--- config.mk ---
export PLATFORM = sky130hd
export DESIGN_NAME = text_header_message_segmenter
export DESIGN_NICKNAME = d
export VERILOG_FILES = /design/src/rtl/thms_pkg.sv /design/src/rtl/thms_total_conv.sv /design/src/rtl/thms_emitter.sv /design/src/rtl/text_header_message_segmenter.sv
export SDC_FILE = /design/constraint.sdc
export NUM_CORES = 1
export LEC_CHECK = 0
export BUFFER_PORTS_ARGS = -buffer_cell sky130_fd_sc_hd__buf_2
export CELL_PAD_IN_SITES_DETAIL_PLACEMENT = 0
export CELL_PAD_IN_SITES_GLOBAL_PLACEMENT = 1
export CORE_MARGIN = 3
export CORE_UTILIZATION = 50
export CTS_BUF_LIST = sky130_fd_sc_hd__clkbuf_8
export DETAILED_ROUTE_END_ITERATION = 6
export GPL_ROUTABILITY_DRIVEN = 0
export PLACE_DENSITY = 0.91
export SLEW_MARGIN = 10
export SYNTH_ARGS = -nofsm -noshare
export SYNTH_HDL_FRONTEND = slang
export SYNTH_HIERARCHICAL = 1
export SYNTH_SLANG_ARGS = --single-unit
--- constraint.sdc ---
create_clock -name clock -period 5.75 [get_ports clock]
set_input_delay 0.2875 -clock clock [delete_from_list [all_inputs] [get_ports clock]]
set_output_delay 0.2875 -clock clock [all_outputs]
set_load 0.01 [all_outputs]
--- src/rtl/thms_pkg.sv ---
// Shared constants and helper functions for the text header message segmenter.
// Used by thms_total_conv, thms_emitter and text_header_message_segmenter.
// No dependencies.
package thms_pkg;

   localparam int CHUNK_BYTES_DEF = 64;
   localparam int LEN_W           = 16;
   localparam int BCD_DIGITS      = 5;
   localparam int BCD_W           = 4 * BCD_DIGITS;
   localparam int TX_W            = 4;
   localparam int POS_W           = 3;

   localparam logic [TX_W-1:0] TX_LAST     = 4'd9;
   localparam logic [7:0]      ASCII_ZERO  = 8'h30;
   localparam logic [7:0]      ASCII_COMMA = 8'h2C;
   localparam logic [7:0]      ASCII_NL    = 8'h0A;

   // Command codes on the input channel
   localparam logic CMD_BEGIN = 1'b0;
   localparam logic CMD_DATA  = 1'b1;

   // One data transaction's worth of framing work, handed to the emitter
   typedef struct packed {
      logic [TX_W-1:0]  tx_digit;
      logic [BCD_W-1:0] index_bcd;
      logic [BCD_W-1:0] total_bcd;
      logic [7:0]       data_byte;
      logic             header;
      logic             newline;
   } thms_item_type;

   // Decimal increment of a five digit BCD word, wrapping each digit at ten
   function automatic logic [BCD_W-1:0] bcd_inc(input logic [BCD_W-1:0] b);
      logic [BCD_W-1:0] r;
      logic             carry;
      logic [4:0]       d;
      r     = '0;
      carry = 1'b1;
      for (int i = 0; i < BCD_DIGITS; i++) begin
         d = {1'b0, b[4*i +: 4]} + {4'd0, carry};
         if (d >= 5'd10) begin
            r[4*i +: 4] = 4'd0;
            carry       = 1'b1;
         end else begin
            r[4*i +: 4] = d[3:0];
            carry       = 1'b0;
         end
      end
      return r;
   endfunction

   // Position of the most significant non-zero digit, zero when all digits are zero
   function automatic logic [POS_W-1:0] bcd_top(input logic [BCD_W-1:0] b);
      logic [POS_W-1:0] p;
      p = '0;
      for (int i = 1; i < BCD_DIGITS; i++) begin
         if (b[4*i +: 4] != 4'd0) begin
            p = POS_W'(i);
         end
      end
      return p;
   endfunction

   // Digit at a given position
   function automatic logic [3:0] bcd_digit(input logic [BCD_W-1:0] b,
                                            input logic [POS_W-1:0] pos);
      logic [3:0] d;
      d = 4'd0;
      for (int i = 0; i < BCD_DIGITS; i++) begin
         if (pos == POS_W'(i)) begin
            d = b[4*i +: 4];
         end
      end
      return d;
   endfunction

   // ASCII character of a digit, codes above nine print as nine
   function automatic logic [7:0] ascii_digit(input logic [3:0] d);
      logic [3:0] s;
      s = (d > 4'd9) ? 4'd9 : d;
      return ASCII_ZERO + {4'd0, s};
   endfunction

endpackage

--- src/rtl/thms_total_conv.sv ---
// Packet total unit: ceiling division of the message length by the chunk size,
// then binary to BCD conversion, one bit per cycle. Depends on thms_pkg.
module thms_total_conv
   import thms_pkg::*;
#(
   parameter int CHUNK_BYTES = CHUNK_BYTES_DEF
) (
   input  logic             clock,
   input  logic             reset,
   input  logic             start,
   input  logic [LEN_W-1:0] length,
   output logic             busy,
   output logic [BCD_W-1:0] total_bcd
);

   // Reciprocal for the constant divide: exact for a 17 bit numerator and
   // divisors up to 1024
   localparam int X_W         = $clog2(2 ** LEN_W + CHUNK_BYTES - 1);
   localparam int RECIP_SHIFT = 28;
   localparam int RECIP_W     = RECIP_SHIFT + 1;
   localparam int PROD_W      = X_W + RECIP_W;
   localparam int DAB_W       = BCD_W + LEN_W;
   localparam int CNT_W       = $clog2(LEN_W);
   localparam logic [RECIP_W-1:0] RECIP =
      RECIP_W'(((64'd1 << RECIP_SHIFT) + 64'(CHUNK_BYTES) - 64'd1) / 64'(CHUNK_BYTES));

   localparam logic [1:0] C_IDLE = 2'd0;
   localparam logic [1:0] C_MUL  = 2'd1;
   localparam logic [1:0] C_DAB  = 2'd2;

   logic [1:0]       state_ff, state_in;
   logic [X_W-1:0]   x_ff, x_in;
   logic [CNT_W-1:0] cnt_ff, cnt_in;
   logic [DAB_W-1:0] dab_ff, dab_in;
   logic [PROD_W-1:0] prod;
   logic [DAB_W-1:0]  adj;

   // Product of the rounded-up length and the reciprocal
   assign prod = PROD_W'(x_ff) * PROD_W'(RECIP);

   // Add three to every BCD digit of five or more before the shift
   always_comb begin
      adj = dab_ff;
      for (int i = 0; i < BCD_DIGITS; i++) begin
         if (dab_ff[LEN_W + 4*i +: 4] >= 4'd5) begin
            adj[LEN_W + 4*i +: 4] = dab_ff[LEN_W + 4*i +: 4] + 4'd3;
         end
      end
   end

   // Sequencer: capture, multiply, then one shift-and-adjust step per cycle
   always_comb begin
      state_in = state_ff;
      x_in     = x_ff;
      cnt_in   = cnt_ff;
      dab_in   = dab_ff;
      unique case (state_ff)
         C_IDLE: begin
            if (start) begin
               x_in     = X_W'(length) + X_W'(CHUNK_BYTES - 1);
               state_in = C_MUL;
            end
         end
         C_MUL: begin
            dab_in   = {{BCD_W{1'b0}}, prod[RECIP_SHIFT +: LEN_W]};
            cnt_in   = '0;
            state_in = C_DAB;
         end
         C_DAB: begin
            dab_in = {adj[DAB_W-2:0], 1'b0};
            cnt_in = cnt_ff + 1'b1;
            if (cnt_ff == CNT_W'(LEN_W - 1)) begin
               state_in = C_IDLE;
            end
         end
         default: begin
            state_in = C_IDLE;
         end
      endcase
   end

   always_ff @(posedge clock) begin
      if (reset) begin
         state_ff <= C_IDLE;
         cnt_ff   <= '0;
         dab_ff   <= '0;
      end else begin
         state_ff <= state_in;
         cnt_ff   <= cnt_in;
         dab_ff   <= dab_in;
      end
   end

   always_ff @(posedge clock) begin
      x_ff <= x_in;
   end

   assign busy      = (state_ff != C_IDLE);
   assign total_bcd = dab_ff[DAB_W-1 -: BCD_W];

endmodule

--- src/rtl/thms_emitter.sv ---
// Output sequencer: walks one data transaction's optional header, payload byte and
// optional newline out on the result channel, one character a beat. Depends on thms_pkg.
module thms_emitter
   import thms_pkg::*;
(
   input  logic          clock,
   input  logic          reset,
   input  logic          load,
   input  thms_item_type item,
   output logic          free,
   output logic          rsp_tvalid,
   input  logic          rsp_tready,
   output logic [7:0]    rsp_tdata,   // [7:0] out_char
   output logic          rsp_tuser,   // [0] packet_end
   output logic          rsp_tlast    // run_last
);

   localparam logic [2:0] P_TX   = 3'd0;
   localparam logic [2:0] P_C1   = 3'd1;
   localparam logic [2:0] P_IDX  = 3'd2;
   localparam logic [2:0] P_C2   = 3'd3;
   localparam logic [2:0] P_TOT  = 3'd4;
   localparam logic [2:0] P_C3   = 3'd5;
   localparam logic [2:0] P_BYTE = 3'd6;
   localparam logic [2:0] P_NL   = 3'd7;

   logic             busy_ff, busy_in;
   logic [2:0]       phase_ff, phase_in;
   logic [POS_W-1:0] pos_ff, pos_in;
   thms_item_type    item_ff, item_in;
   logic             beat_done;
   logic             last;

   assign last      = (phase_ff == P_NL) || ((phase_ff == P_BYTE) && !item_ff.newline);
   assign beat_done = busy_ff && rsp_tready;
   assign free      = !busy_ff || (beat_done && last);

   // Character of the current beat
   always_comb begin
      unique case (phase_ff)
         P_TX:    rsp_tdata = ascii_digit(item_ff.tx_digit);
         P_IDX:   rsp_tdata = ascii_digit(bcd_digit(item_ff.index_bcd, pos_ff));
         P_TOT:   rsp_tdata = ascii_digit(bcd_digit(item_ff.total_bcd, pos_ff));
         P_BYTE:  rsp_tdata = item_ff.data_byte;
         P_NL:    rsp_tdata = ASCII_NL;
         default: rsp_tdata = ASCII_COMMA;
      endcase
   end

   assign rsp_tvalid = busy_ff;
   assign rsp_tuser  = (phase_ff == P_NL);
   assign rsp_tlast  = last;

   // Phase sequencing on each taken beat; a new transaction loads as the last beat leaves
   always_comb begin
      busy_in  = busy_ff;
      phase_in = phase_ff;
      pos_in   = pos_ff;
      item_in  = item_ff;
      if (beat_done) begin
         unique case (phase_ff)
            P_TX: phase_in = P_C1;
            P_C1: phase_in = P_IDX;
            P_IDX: begin
               if (pos_ff == '0) begin
                  phase_in = P_C2;
               end else begin
                  pos_in = pos_ff - 1'b1;
               end
            end
            P_C2: begin
               phase_in = P_TOT;
               pos_in   = bcd_top(item_ff.total_bcd);
            end
            P_TOT: begin
               if (pos_ff == '0) begin
                  phase_in = P_C3;
               end else begin
                  pos_in = pos_ff - 1'b1;
               end
            end
            P_C3:   phase_in = P_BYTE;
            P_BYTE: phase_in = P_NL;
            P_NL:   phase_in = P_TX;
            default: phase_in = P_TX;
         endcase
         if (last) begin
            busy_in = 1'b0;
         end
      end
      if (load) begin
         busy_in  = 1'b1;
         item_in  = item;
         phase_in = item.header ? P_TX : P_BYTE;
         pos_in   = bcd_top(item.index_bcd);
      end
   end

   always_ff @(posedge clock) begin
      if (reset) begin
         busy_ff  <= 1'b0;
         phase_ff <= P_TX;
         pos_ff   <= '0;
      end else begin
         busy_ff  <= busy_in;
         phase_ff <= phase_in;
         pos_ff   <= pos_in;
      end
   end

   always_ff @(posedge clock) begin
      item_ff <= item_in;
   end

   // A packet-closing newline always ends the transaction's results
   a_nl_is_last: assert property (@(posedge clock) disable iff (reset)
      rsp_tvalid && rsp_tuser |-> rsp_tlast)
      else $error("newline beat not marked last");

   // The newline phase is reached only for a transaction that closes a packet
   a_nl_wanted: assert property (@(posedge clock) disable iff (reset)
      busy_ff && (phase_ff == P_NL) |-> item_ff.newline)
      else $error("newline emitted for a transaction without one");

   // Digit position stays within the five BCD digits
   a_pos_range: assert property (@(posedge clock) disable iff (reset)
      pos_ff <= POS_W'(BCD_DIGITS - 1))
      else $error("digit position out of range");

endmodule

--- src/rtl/text_header_message_segmenter.sv ---
// Top level of the text header message segmenter: message state, packet
// counting and handshake. Depends on thms_pkg, thms_total_conv, thms_emitter.
//
//   Channel | Direction | Ports              | Carries
//   req     | in        | tvalid tready      | tuser = command,
//           |           | tdata tuser        | tdata = message_length, data_byte
//   rsp     | out       | tvalid tready      | tdata = out_char, tuser = packet_end,
//           |           | tdata tuser tlast  | tlast = run_last
//
// A begin transaction starts the packet total unit; req_tready stays low for
// all of its multiply and 16 shift steps.
// A data transaction gives 1 or 2 result beats, 7 to 16 when it opens a chunk;
// the sequencer gives one beat a cycle while rsp_tready is high, and the next
// request is taken in the cycle the last beat of the previous one is taken.
// A dropped byte or a begin is taken once the sequencer is free.
// Synchronous active-high reset clears all message state; rsp_tready low simply
// holds the current beat.
module text_header_message_segmenter
   import thms_pkg::*;
#(
   parameter int CHUNK_BYTES = CHUNK_BYTES_DEF
) (
   input  logic        clock,
   input  logic        reset,
   input  logic        req_tvalid,
   output logic        req_tready,
   input  logic [23:0] req_tdata,   // [15:0] message_length, [23:16] data_byte
   input  logic        req_tuser,   // [0] command
   output logic        rsp_tvalid,
   input  logic        rsp_tready,
   output logic [7:0]  rsp_tdata,   // [7:0] out_char
   output logic        rsp_tuser,   // [0] packet_end
   output logic        rsp_tlast
);

   localparam int OFF_W = $clog2(CHUNK_BYTES + 1);

   logic [TX_W-1:0]  next_tx_ff, next_tx_in;
   logic [TX_W-1:0]  msg_tx_ff, msg_tx_in;
   logic [LEN_W-1:0] remaining_ff, remaining_in;
   logic [OFF_W-1:0] offset_ff, offset_in;
   logic [BCD_W-1:0] index_ff, index_in;

   logic             accept;
   logic             is_begin;
   logic             conv_busy;
   logic [BCD_W-1:0] total_bcd;
   logic             emit_free;
   logic             load;
   thms_item_type    item;
   logic [OFF_W-1:0] offset_next;
   logic [LEN_W-1:0] remaining_next;
   logic             closes;

   assign req_tready = !conv_busy && emit_free;
   assign accept     = req_tvalid && req_tready;
   assign is_begin   = (req_tuser == CMD_BEGIN);

   // Byte accounting for a data transaction
   assign offset_next    = offset_ff + 1'b1;
   assign remaining_next = remaining_ff - 1'b1;
   assign closes         = (offset_next == OFF_W'(CHUNK_BYTES)) || (remaining_next == '0);
   assign load           = accept && !is_begin && (remaining_ff != '0);

   always_comb begin
      item.tx_digit  = msg_tx_ff;
      item.index_bcd = index_ff;
      item.total_bcd = total_bcd;
      item.data_byte = req_tdata[23:16];
      item.header    = (offset_ff == '0);
      item.newline   = closes;
   end

   // Message state update
   always_comb begin
      next_tx_in   = next_tx_ff;
      msg_tx_in    = msg_tx_ff;
      remaining_in = remaining_ff;
      offset_in    = offset_ff;
      index_in     = index_ff;
      if (accept && is_begin) begin
         msg_tx_in    = next_tx_ff;
         next_tx_in   = (next_tx_ff >= TX_LAST) ? '0 : next_tx_ff + 1'b1;
         remaining_in = req_tdata[15:0];
         offset_in    = '0;
         index_in     = '0;
      end else if (load) begin
         remaining_in = remaining_next;
         if (closes) begin
            offset_in = '0;
            index_in  = bcd_inc(index_ff);
         end else begin
            offset_in = offset_next;
         end
      end
   end

   always_ff @(posedge clock) begin
      if (reset) begin
         next_tx_ff   <= '0;
         msg_tx_ff    <= '0;
         remaining_ff <= '0;
         offset_ff    <= '0;
         index_ff     <= '0;
      end else begin
         next_tx_ff   <= next_tx_in;
         msg_tx_ff    <= msg_tx_in;
         remaining_ff <= remaining_in;
         offset_ff    <= offset_in;
         index_ff     <= index_in;
      end
   end

   thms_total_conv #(
      .CHUNK_BYTES (CHUNK_BYTES)
   ) u_total_conv (
      .clock     (clock),
      .reset     (reset),
      .start     (accept && is_begin),
      .length    (req_tdata[15:0]),
      .busy      (conv_busy),
      .total_bcd (total_bcd)
   );

   thms_emitter u_emitter (
      .clock      (clock),
      .reset      (reset),
      .load       (load),
      .item       (item),
      .free       (emit_free),
      .rsp_tvalid (rsp_tvalid),
      .rsp_tready (rsp_tready),
      .rsp_tdata  (rsp_tdata),
      .rsp_tuser  (rsp_tuser),
      .rsp_tlast  (rsp_tlast)
   );

   // No request is taken while the packet total is being worked out
   a_conv_blocks: assert property (@(posedge clock) disable iff (reset)
      conv_busy |-> !req_tready)
      else $error("request taken during total conversion");

   // Chunk offset never reaches the chunk size
   a_offset_range: assert property (@(posedge clock) disable iff (reset)
      offset_ff < OFF_W'(CHUNK_BYTES))
      else $error("chunk offset out of range");

   // Transaction digit stays decimal
   a_tx_range: assert property (@(posedge clock) disable iff (reset)
      next_tx_ff <= TX_LAST && msg_tx_ff <= TX_LAST)
      else $error("transaction digit out of range");

endmodule
==> impl_metrics.json <==
{
  "end_kind": "flip-flop",
  "worstPathRequired_ps": 6120,
  "ant_nets": 0,
  "synth_area_sq_um": 8540,
  "fmax_mhz": 192,
  "peakVddDrop_v": 0.000191,
  "vias": 6674,
  "path_class": "reg2reg",
  "synthDistinctLibCells": 83,
  "h-tree-depth": 4,
  "cts-root-buf": "clkbuf_8",
  "worstReg2RegStart": "index_ff[2]",
  "area_growth_pct": 9.76,
  "top_level_ports": 41,
  "finalSetupTns_ps": 0,
  "rrSetupSlack_ps": 550,
  "wl_mm": 18.2,
  "drv_slew": 0,
  "first_pass_iters": 5,
  "syn-num-nets": 959,
  "drc": 0,
  "grt_pass1_vias": 6255,
  "floorplan.die_area_sq_um": 18700,
  "cts_buffers": 17,
  "synth-edff-count": 64,
  "post_cts_buffers": 0,
  "layout.nets": 983,
  "track_usage_pct": 20.8,
  "finalSetupViolations": 0,
  "clk_latency_ps": 450,
  "period_needed_ps": 5200,
  "synthFlopType": "dfxtp_1",
  "rsz0062_at_grt": "no",
  "avgSynthCellArea_sq_um": 9.61,
  "cts_tree": "yes",
  "powerDensity_nw_per_um2": 373,
  "tightest_slew_ps": 988,
  "clk_pin_slew_ps": 80,
  "synth_seq_area_share_pct": 45.9,
  "grt_pass1_wl_mm": 31.1,
  "synth_cells": 889,
  "internal_power_mw": 2.32,
  "drive_above_1_share_pct": 12.7,
  "swShare_pct": 33.5,
  "critical_path.max_fanout": 6,
  "timing.rr.end": "index_ff[18]",
  "row_count": 47,
  "place_inst": 1111,
  "antenna_found_initial": 0,
  "p_switching_mw": 1.17,
  "hold_violations": 0,
  "ys_ff_latch": 164,
  "clkPwrFrac_pct": 28.4,
  "cts_sinks": 164,
  "min_from": "req_tdata[18]",
  "slew_headroom_pct": 34.2,
  "drt-wirelength-per-cell_microns": 15.9,
  "drt_iter0_drc": 420,
  "dp_hpwl_mm": 12.5,
  "final_core_util_pct": 56.3,
  "fin_cells": 1146,
  "fin_crit_sh_pct": 90.4,
  "core_area_sq_um": 16600,
  "grt_max_degree": 60,
  "cp.arrival_ps": 5560,
  "start_util_pct": 51.3,
  "clock_skew_ps": 8.57,
  "holdPathStages": 1,
  "die_y_microns": 137,
  "cts_max_path_buffers": 2,
  "fin_hold_ws_ps": 45.5,
  "yosysWarningCount": 6,
  "p_comb_share_pct": 28.8,
  "hold_path_end": "u_emitter/item_ff[4]",
  "overflow": 0,
  "maxCapViolCount": 0,
  "synthArstFlopShare_pct": 0,
  "viasPerCell": 5.82,
  "outcome": "completed",
  "hp-class": "in2reg",
  "cp-start-kind": "flip-flop",
  "diodes": 0,
  "leakage_nw": 3.41,
  "r2r_cells": 25,
  "die_w_microns": 137,
  "pwr-share-seq_pct": 42.8,
  "io_buffers": 40
}
[worst max path at each step]
stage	from	endpoint	slack, ps	cells past startpoint
floorplan	u_emitter/phase_ff[0]	u_emitter/pos_ff[0]	900	17
global placement	index_ff[0]	index_ff[17]	640	26
detailed placement	index_ff[0]	index_ff[16]	400	27
CTS	index_ff[0]	index_ff[16]	360	26
global route	index_ff[2]	index_ff[18]	20	26
finish	index_ff[2]	index_ff[18]	550	25
[what timing repair did]
action | in CTS | in global routing
gates resized for setup | 0 | 8
endpoints found under the hold margin | 3 | 0
hold buffers | 3 | 0
setup endpoints to repair | 0 | 4
[power groups by stage]
stage,logic [mW],registers [mW],clock network (mW)
6_report,1.01,1.50,0.994
3_3_place_gp,0.988,1.52,0
5_1_grt,1.14,1.52,1.06
2_1_floorplan,0.809,1.48,0
4_1_cts,1.01,1.50,1.02
3_5_place_dp,1.00,1.52,0
[critical path, cell delays in order, from the launching register on]
cell      delay [ps]
dfxtp_2          380
nand3_1          130
xor2_2           180
and2_1           190
o22ai_2          230
ha_1             230
ha_1             250
o22a_1           190
o22ai_1          200
inv_1            100
ha_1             200
ha_1             300
nand3b_1         170
a21oi_1          190
nor3_2            80
ha_1             210
ha_1             290
inv_1             50
a31oi_1          200
o22ai_2          110
inv_1            100
ha_1             190
ha_1             190
nor2b_1          160
or3b_2           450
a21oi_1          140
[placed cells by master, fill, tap and decap left out, types with 5 or more instances in the layout]
master / synthesis / layout
dfxtp_1: 100 / 97
nor4_1: 12 / 12
nand2_1: 74 / 74
mux2_2: 5 / 5
bufinv_16: 0 / 6
xnor2_1: 14 / 14
o21ai_0: 29 / 29
or3_1: 5 / 5
o31ai_1: 7 / 7
or4b_2: 5 / 5
and3_1: 12 / 12
a221oi_1: 16 / 16
nand4_1: 6 / 6
buf_2: 10 / 40
xor2_1: 12 / 11
nand3b_1: 12 / 12
inv_1: 46 / 47
a32oi_1: 5 / 5
clkbuf_8: 0 / 18
nor3_1: 14 / 13
mux2i_1: 18 / 18
ha_1: 41 / 41
a21oi_1: 64 / 64
or4_1: 8 / 8
a21o_1: 5 / 5
o21ai_1: 12 / 12
and2_1: 8 / 8
nand2b_1: 20 / 20
nor2_1: 82 / 82
a211oi_1: 16 / 16
a31oi_1: 8 / 8
edfxtp_1: 64 / 64
nor2b_1: 11 / 11
nand3_1: 30 / 29
[flip-flops by register name, summed over array words and instances (netlist names)]
register,count
u_total_conv/cnt_ff,4
u_emitter/pos_ff,3
u_total_conv/state_ff,2
u_emitter/phase_ff,3
u_total_conv/dab_ff,36
u_emitter/rsp_tvalid,1
msg_tx_ff,4
index_ff,20
next_tx_ff,4
u_total_conv/x_ff,11
remaining_ff,16
u_emitter/item_ff,53
offset_ff,7
[per-layer routing]
layer | vias up | GRT usage, % | part of all wire (%)
met1 | 3188 | 28.2 | 47
met2 | 146 | 33.3 | 47
met3 | 30 | 3.53 | 4.0
met5 | - | 0 | 0
met4 | 0 | 7.95 | 2.0
li1 | 3310 | - | -
[synth_stat cells, types with 4 or more instances]
library cell | n | share of area [%]
a32oi_1 | 5 | 0.51
o32a_1 | 4 | 0.47
a21oi_1 | 64 | 3.8
and2_1 | 8 | 0.59
o21ai_1 | 12 | 0.70
or4b_2 | 5 | 0.59
nor3_1 | 14 | 0.82
buf_2 | 10 | 0.59
or4_1 | 8 | 0.70
and3_1 | 12 | 0.88
o31ai_1 | 7 | 0.62
buf_6 | 5 | 0.66
nand2_1 | 74 | 3.3
nand3b_1 | 12 | 1.1
o21ai_0 | 29 | 1.7
a221oi_1 | 16 | 1.6
a21o_1 | 5 | 0.44
a211oi_1 | 16 | 1.4
a31oi_1 | 8 | 0.59
nand3_1 | 30 | 1.8
xor2_1 | 12 | 1.2
nand2b_1 | 20 | 1.5
or3_1 | 5 | 0.37
nor2_1 | 82 | 3.6
mux2_2 | 5 | 0.66
mux2i_1 | 18 | 2.1
nand4_1 | 6 | 0.44
edfxtp_1 | 64 | 23
or2_2 | 4 | 0.29
dfxtp_1 | 100 | 23
ha_1 | 41 | 6.0
o22ai_1 | 5 | 0.37
nor2b_1 | 11 | 0.81
nor4_1 | 12 | 0.88
xnor2_1 | 14 | 1.4
inv_1 | 46 | 2.0
clkbuf_1 | 24 | 1.1
[logic make-up (layout without fill, tap and decap cells)]
group / after synthesis / after routing / share of synthesized area (%)
AO/OA/AOI/OAI: 218 / 218 / 17.5
XOR/XNOR: 26 / 26 / 2.67
adder cells (fa/ha/maj): 41 / 41 / 6.01
buffers and inverters: 91 / 128 / 4.69
flip-flops: 164 / 164 / 45.9
multiplexers: 23 / 23 / 2.77
AND/OR/NAND/NOR: 326 / 326 / 20.4
[layout make-up]
class | instances | area, sq um
inverter | 49 | 184
sequential | 164 | 3930
clock buffer | 18 | 248
tap | 220 | 275
multi-input combinational | 634 | 4250
timing repair buffer | 47 | 260
clock inverter | 14 | 233
fill | 1441 | 7270
[per-stage QoR]
step                      worst slack [ps]  power, mW  cell area [sq um]
after CTS                              363       3.52               9340
final                                  553       3.50               9370
after global placement                 636       2.51               8830
after global routing                  17.6       3.71               9370
after floorplan                        896       2.29               8540
after detailed placement               399       2.52               8830
No activity file was read; power rests on OpenSTA's default activity.
